**config.mk**
```make
export PLATFORM = sky130hd
export DESIGN_NAME = esr_ctrl
export DESIGN_NICKNAME = d
export VERILOG_FILES = /design/src/rtl/core/esr_pkg.sv /design/src/rtl/core/esr_ctrl.sv
export VERILOG_INCLUDE_DIRS = /design/src /design/src/rtl/core
export SDC_FILE = /design/constraint.sdc
export NUM_CORES = 1
export LEC_CHECK = 0
export ABC_CLOCK_PERIOD_IN_PS = 1600
export BUFFER_PORTS_ARGS = -buffer_cell sky130_fd_sc_hd__buf_4
export CAP_MARGIN = 10
export CORE_AREA = 10 10 47 49
export CTS_CLUSTER_DIAMETER = 120
export DETAILED_ROUTE_END_ITERATION = 7
export DIE_AREA = 0 0 57 59
export RECOVER_POWER = 50
export SETUP_SLACK_MARGIN = 0.1
export SKIP_CTS_REPAIR_TIMING = 1
export SLEW_MARGIN = 30
export SYNTH_ARGS = -nofsm -noshare
export SYNTH_HDL_FRONTEND = slang
export SYNTH_SLANG_ARGS = --single-unit
```
**constraint.sdc**
```tcl
create_clock -name i_clk -period 1.6 [get_ports i_clk]
set_input_delay 0 -clock i_clk [delete_from_list [all_inputs] [get_ports i_clk]]
set_output_delay 0 -clock i_clk [all_outputs]
set_load 0.05 [all_outputs]
```
**src/rtl/core/entity_slot_registry_assert.svh**
```systemverilog
// Assertion macros used by the entity slot registry request sequencer.
`ifndef ENTITY_SLOT_REGISTRY_ASSERT_SVH
`define ENTITY_SLOT_REGISTRY_ASSERT_SVH

// Same-cycle implication, disabled while reset is asserted.
`define ESR_ASSERT_NOW(lbl, clk, rst_n, ante, cons) \
    lbl: assert property (@(posedge clk) disable iff (!(rst_n)) (ante) |-> (cons)) \
        else $error("entity slot registry: same-cycle check failed");

// Next-cycle implication, disabled while reset is asserted.
`define ESR_ASSERT_NEXT(lbl, clk, rst_n, ante, cons) \
    lbl: assert property (@(posedge clk) disable iff (!(rst_n)) (ante) |=> (cons)) \
        else $error("entity slot registry: next-cycle check failed");

`endif

```
**src/rtl/core/esr_pkg.sv**
```systemverilog
// Shared constants, codes and types of the entity slot registry.
package esr_pkg;

    localparam int SLOTS          = 256;
    localparam int SLOT_W         = $clog2(SLOTS);
    localparam int CNT_W          = SLOT_W + 1;
    localparam int CLIENT_BASE    = 4096;
    localparam int NET_CAP        = (SLOTS < CLIENT_BASE) ? SLOTS : CLIENT_BASE;
    localparam int COMPONENT_BITS = 32;
    localparam int MASK_W         = COMPONENT_BITS;
    localparam int ID_W           = 64;
    localparam int ENTRY_W        = ID_W + 3 * MASK_W;

    localparam logic [ID_W-1:0] INVALID_ID = {32'hFFFF_FFFF, 32'h0};

    localparam logic [2:0] REQ_ALLOC   = 3'd0;
    localparam logic [2:0] REQ_PLACE   = 3'd1;
    localparam logic [2:0] REQ_DESTROY = 3'd2;
    localparam logic [2:0] REQ_ASSIGN  = 3'd3;
    localparam logic [2:0] REQ_REMOVE  = 3'd4;
    localparam logic [2:0] REQ_CLEAN   = 3'd5;
    localparam logic [2:0] REQ_DIRTY   = 3'd6;
    localparam logic [2:0] REQ_QUERY   = 3'd7;

    localparam logic [1:0] ST_DONE    = 2'd0;
    localparam logic [1:0] ST_IGNORED = 2'd1;
    localparam logic [1:0] ST_NO_SLOT = 2'd2;
    localparam logic [1:0] ST_FULL    = 2'd3;

    typedef enum logic [1:0] {
        S_IDLE,
        S_LOOK,
        S_EXEC
    } t_state;

    typedef struct packed {
        logic latch;
        logic look;
        logic exec;
    } t_cmd;

endpackage

```
**src/rtl/core/esr_ctrl.sv**
```systemverilog
// Request sequencer of the entity slot registry: handshakes and command issue.
module esr_ctrl (
    input  logic          i_clk,
    input  logic          i_rst_n,
    input  logic          i_in_valid,
    output logic          o_in_stall,
    output logic          o_out_valid,
    input  logic          i_out_stall,
    output esr_pkg::t_cmd o_cmd
);
    import esr_pkg::*;
    `include "entity_slot_registry_assert.svh"

    t_state r_state, n_state;
    logic   r_out_valid, n_out_valid;
    t_cmd   w_cmd;

    always_ff @(posedge i_clk) begin
        if (!i_rst_n) begin
            r_state     <= S_IDLE;
            r_out_valid <= 1'b0;
        end else begin
            r_state     <= n_state;
            r_out_valid <= n_out_valid;
        end
    end

    always_comb begin
        n_state     = r_state;
        w_cmd       = '0;
        o_in_stall  = 1'b1;
        n_out_valid = r_out_valid && i_out_stall;
        case (r_state)
            S_IDLE: begin
                o_in_stall = 1'b0;
                if (i_in_valid) begin
                    w_cmd.latch = 1'b1;
                    n_state     = S_LOOK;
                end
            end
            S_LOOK: begin
                w_cmd.look = 1'b1;
                n_state    = S_EXEC;
            end
            S_EXEC: begin
                // The result register may only be reloaded once the last result is gone.
                if (!(r_out_valid && i_out_stall)) begin
                    w_cmd.exec  = 1'b1;
                    n_out_valid = 1'b1;
                    n_state     = S_IDLE;
                end
            end
            default: n_state = S_IDLE;
        endcase
    end

    assign o_cmd       = w_cmd;
    assign o_out_valid = r_out_valid;

    `ESR_ASSERT_NOW(a_exec_out_free, i_clk, i_rst_n, w_cmd.exec, !(r_out_valid && i_out_stall))
    `ESR_ASSERT_NEXT(a_accept_look, i_clk, i_rst_n, (r_state == S_IDLE) && i_in_valid, r_state == S_LOOK)
    `ESR_ASSERT_NEXT(a_exec_valid, i_clk, i_rst_n, w_cmd.exec, r_out_valid && (r_state == S_IDLE))

endmodule

```
== Word-level counts from Yosys, hierarchy flattened ==
Cells that the tools add are included.
Word-level totals
  memories: 0
  memory bits (read-only): 0
  output and inout bits: 5
  input bits: 4
  word-level logic and storage cells: 19
  bits in writable memories: 0
  bits in registers: 3
  bits in latches: 0
Operators by class
  equality and inequality tests: 4
  reduce and logical (&&, ||, !) cells: 3
  order comparisons: 0
  $mul: 0
  multiplexer cells: 10
  div/mod/pow operators: 0
  shift-type cells: 0
  $add $sub $neg: 0
  bitwise gates (word level): 0
Operators by type and width (count)
  $mux W1: 7
  $pmux W2 S3: 1
  $mux W2: 2
  $ne A2 B2 Y1 const B: 2
  $eq A2 B1 Y1 const B: 1
  $eq A2 B2 Y1 const B: 1
  $logic_not A2 Y1: 1
  $reduce_and A2 Y1: 1
  $logic_and A1 B1 Y1: 1

== Longest topological paths before layout ==
  depth in word-level cells: 3
  gate-level depth with buffers: 2
  mapped depth without buffers: 2

== Worst setup path after synthesis ==
OpenSTA, ideal clock, no wires.
  path kind: register to output
  start: register r_out_valid (netlist: o_out_valid)
  end: output port o_cmd[0] in the netlist's numbering
  data arrival time: 1.340 ns
  cell stages (with the launch flop): 2
  required time: 1.600 ns
  buffers on the path: 0
  slack: 0.260 ns
  cells stage by stage: dfxtp_1 a21oi_1
RTL lines
  start, declared: line esr_ctrl.sv:15  | logic r_out_valid, n_out_valid;
  start signal, assigned: line esr_ctrl.sv:24  | r_out_valid <= n_out_valid;
  end, declared: line esr_ctrl.sv:9  | output esr_pkg::t_cmd o_cmd

== Worst setup path in the final report ==
  start: register r_out_valid (netlist: o_out_valid)
  end: output port o_out_valid
RTL lines
  end, declared: line esr_ctrl.sv:7  | output logic o_out_valid,
No word-level cell between the ends.

==> impl_metrics.yaml <==
drt:
  dr.pass1.iters: 1
  drt_wl_total_um: 381
  wire_per_inst_um: 9.071
  route.detailed.drc: 0
  antenna_left: 0
  vias: 136
  drtIter0Drc: 0
  vias_per_cell: 3.238
critical_path:
  path_depth: 1
  path_cells: "clkbuf_1"
  slowest_delay_ns: 0.49
  cp_top_family: "buffers and inverters"
  cp_slowest_cell: "clkbuf_1"
  reg2reg_depth: 2
  crit_type: "flip-flop to primary output"
  worstPathRequired_ns: 1.60
  cp.buffers_inverters: 1
  start_kind: "flip-flop"
  arrival_ns: 1.07
  cp_max_fo: 4
  worstSetupEndpointType: "primary output"
finish:
  multiInputGateArea_um2: 68.82
  antenna_cells: 0
  syn_to_final_growth_pct: 70.80
  nFillCells: 175
  nets: 31
  drive_gt1_frac: 0.4231
  seq_area_um2: 60.06
  fin_cells: 42
sta:
  finalSetupTns_ns: 0
  period_needed_ns: 1.067
  finalCritPeriodShare: 0.6672
  worst_slew_pin_slew_ns: 0.6085
  timing.fmax_mhz: 936.8
  slew_headroom: 0.5961
  finalMaxSlewViolations: 0
  worst_clock_skew_ns: 0.0003160
  setup_viol: 0
  rsz0062_at_grt: "false"
  finalHoldViolCount: 0
placed_design:
  post-dp-hpwl_um: 318.6
  gp_congestion: 0.7351
  placed_cells: 37
  port_buffers: 8
hold_path:
  holdPathStages: 3
  hp-class: "input pin to flip-flop"
logic_synthesis:
  yosysTopAreaCell: "dfxtp_1"
  synth_top_area_frac: 0.4248
  synth_area_leaders: "dfxtp_1 (42%), nor3b_2 (8.8%), and4b_1 (7.1%), nor2b_2 (6.2%), a21boi_1 (5.3%)"
  yosysUniqueCellTypes: 12
  postSynthRegisterBits: 3
  yosysWarnings: 0
  synthesis.nets: 18
  yosysSeqAreaShare: 0.4248
  syn_area_per_cell_um2: 10.10
  syn_inst: 14
  syn_area_um2: 141.4
clock_network:
  cts_buffers: 3
  root_buffer: "clkbuf_4"
  path_clk_slew_ns: 0.03
  cts.htree.levels: 1
  clockBufferDepth: 2
  clk_latency_ns: 0.23
  cts.sinks: 3
  tritoncts: "yes"
pwr:
  ir_worst_vdd_uv: 157.1
  cellLeakagePower_uw: 0.0001073
  powerDensity_mw_per_mm2: 1115
floorplanning:
  initial_utilization: 0.1009
  fp.dieH_um: 59
  dieArea_mm2: 0.003363
  io_pins: 9
  die_width_um: 57
  num_rows: 14
  core_mm2: 0.001401
global_route:
  grt_use_total: 0.02677
  grt_start_max_net_pins: 6
  antenna_found_initial: 0
  first_global_vias: 155
  grt_overflow_total: 0
  grt_pass1_wl_um: 572
job:
  cap_violations: 0
status:
  outcome: "finished clean"
## Yosys cell counts
cell,n
a21boi_1,1
a21oi_1,1
and2_1,1
and4b_1,1
buf_4,1
dfxtp_1,3
nand2_1,1
nand2b_1,1
nor2b_2,1
nor3b_2,1
o21a_1,1
or2_1,1
## layout make-up
cell class / count / share of cell area
multi-input combinational: 10 / 0.2850
sequential: 3 / 0.2487
timing repair buffer: 9 / 0.2746
tap: 16 / 0.08290
clock buffer: 4 / 0.1088
## final timing paths
| kind | start | to | slack [ns] |
|---|---|---|---|
| setup / recovery | o_out_valid$_SDFF_PN0_ | o_out_valid | 0.53 |
| hold / removal | i_out_stall | o_out_valid$_SDFF_PN0_ | 0.05 |
| setup reg to reg | r_state[0]$_SDFFE_PN0P_ | r_state[1]$_SDFFE_PN0P_ | 0.76 |
| hold reg to reg | o_out_valid$_SDFF_PN0_ | o_out_valid$_SDFF_PN0_ | 0.50 |
## metrics by stage
stage / util / hold WS, ns / setup slack (ns) / power, µW / instance area, µm²
global placement: 0.1527 / 0.2316 / 0.7599 / 142.2 / 214.0
CTS: 0.1714 / -0.01581 / 0.5160 / 280.2 / 240.2
finish: 0.1723 / 0.05131 / 0.5325 / 269.1 / 241.5
detailed placement: 0.1527 / 0.2267 / 0.7408 / 142.3 / 214.0
global route: 0.1723 / 0.05994 / 0.4426 / 288.4 / 241.5
floorplan: - / 0.1175 / 0.2604 / 123.5 / 141.4
## logic make-up after synthesis
kind of cell | after synthesis | share of synthesized area
buffers and inverters | 1 | 0.05312
AOI/OAI and AO/OA | 3 | 0.1416
DFF | 3 | 0.4248
and+or+nand+nor | 7 | 0.3806
## state kept, by name (all words and copies together), names as in the netlist
| name | flops |
|---|---|
| o_out_valid | 1 |
| r_state | 2 |
## power by group
group / total [µW] / internal [µW] / switching [µW]
Sequential: 82.3 / 78.8 / 3.46
Clock: 129 / 93.2 / 35.8
Combinational: 57.8 / 21.4 / 36.4
Total: 269 / 193 / 75.7
## worst register-to-register path: stages (launching register included)
cell	delay, ns
dfxtp_1	0.36
and4b_1	0.21
o21a_1	0.16
## placed cells by master (no fill, tap or decap)
master         n
buf_4          7
clkbuf_4       3
dfxtp_1        3
clkbuf_1       2
nor2b_2        1
or2_1          1
nand2b_1       1
a21oi_1        1
nor3b_1        1
and4b_1        1
o21a_1         1
nand2_1        1
a21boi_0       1
and2_1         1
dlygate4sd3_1  1
## metal layers
metal	wire length [µm]	vias up	global-route usage
met2	195	6	0.03876
met5	0	-	0
met3	60	0	0.03004
met4	0	0	0.04027
met1	125	60	0.01303
li1	-	70	-
Power figures use the tool's default switching activity.
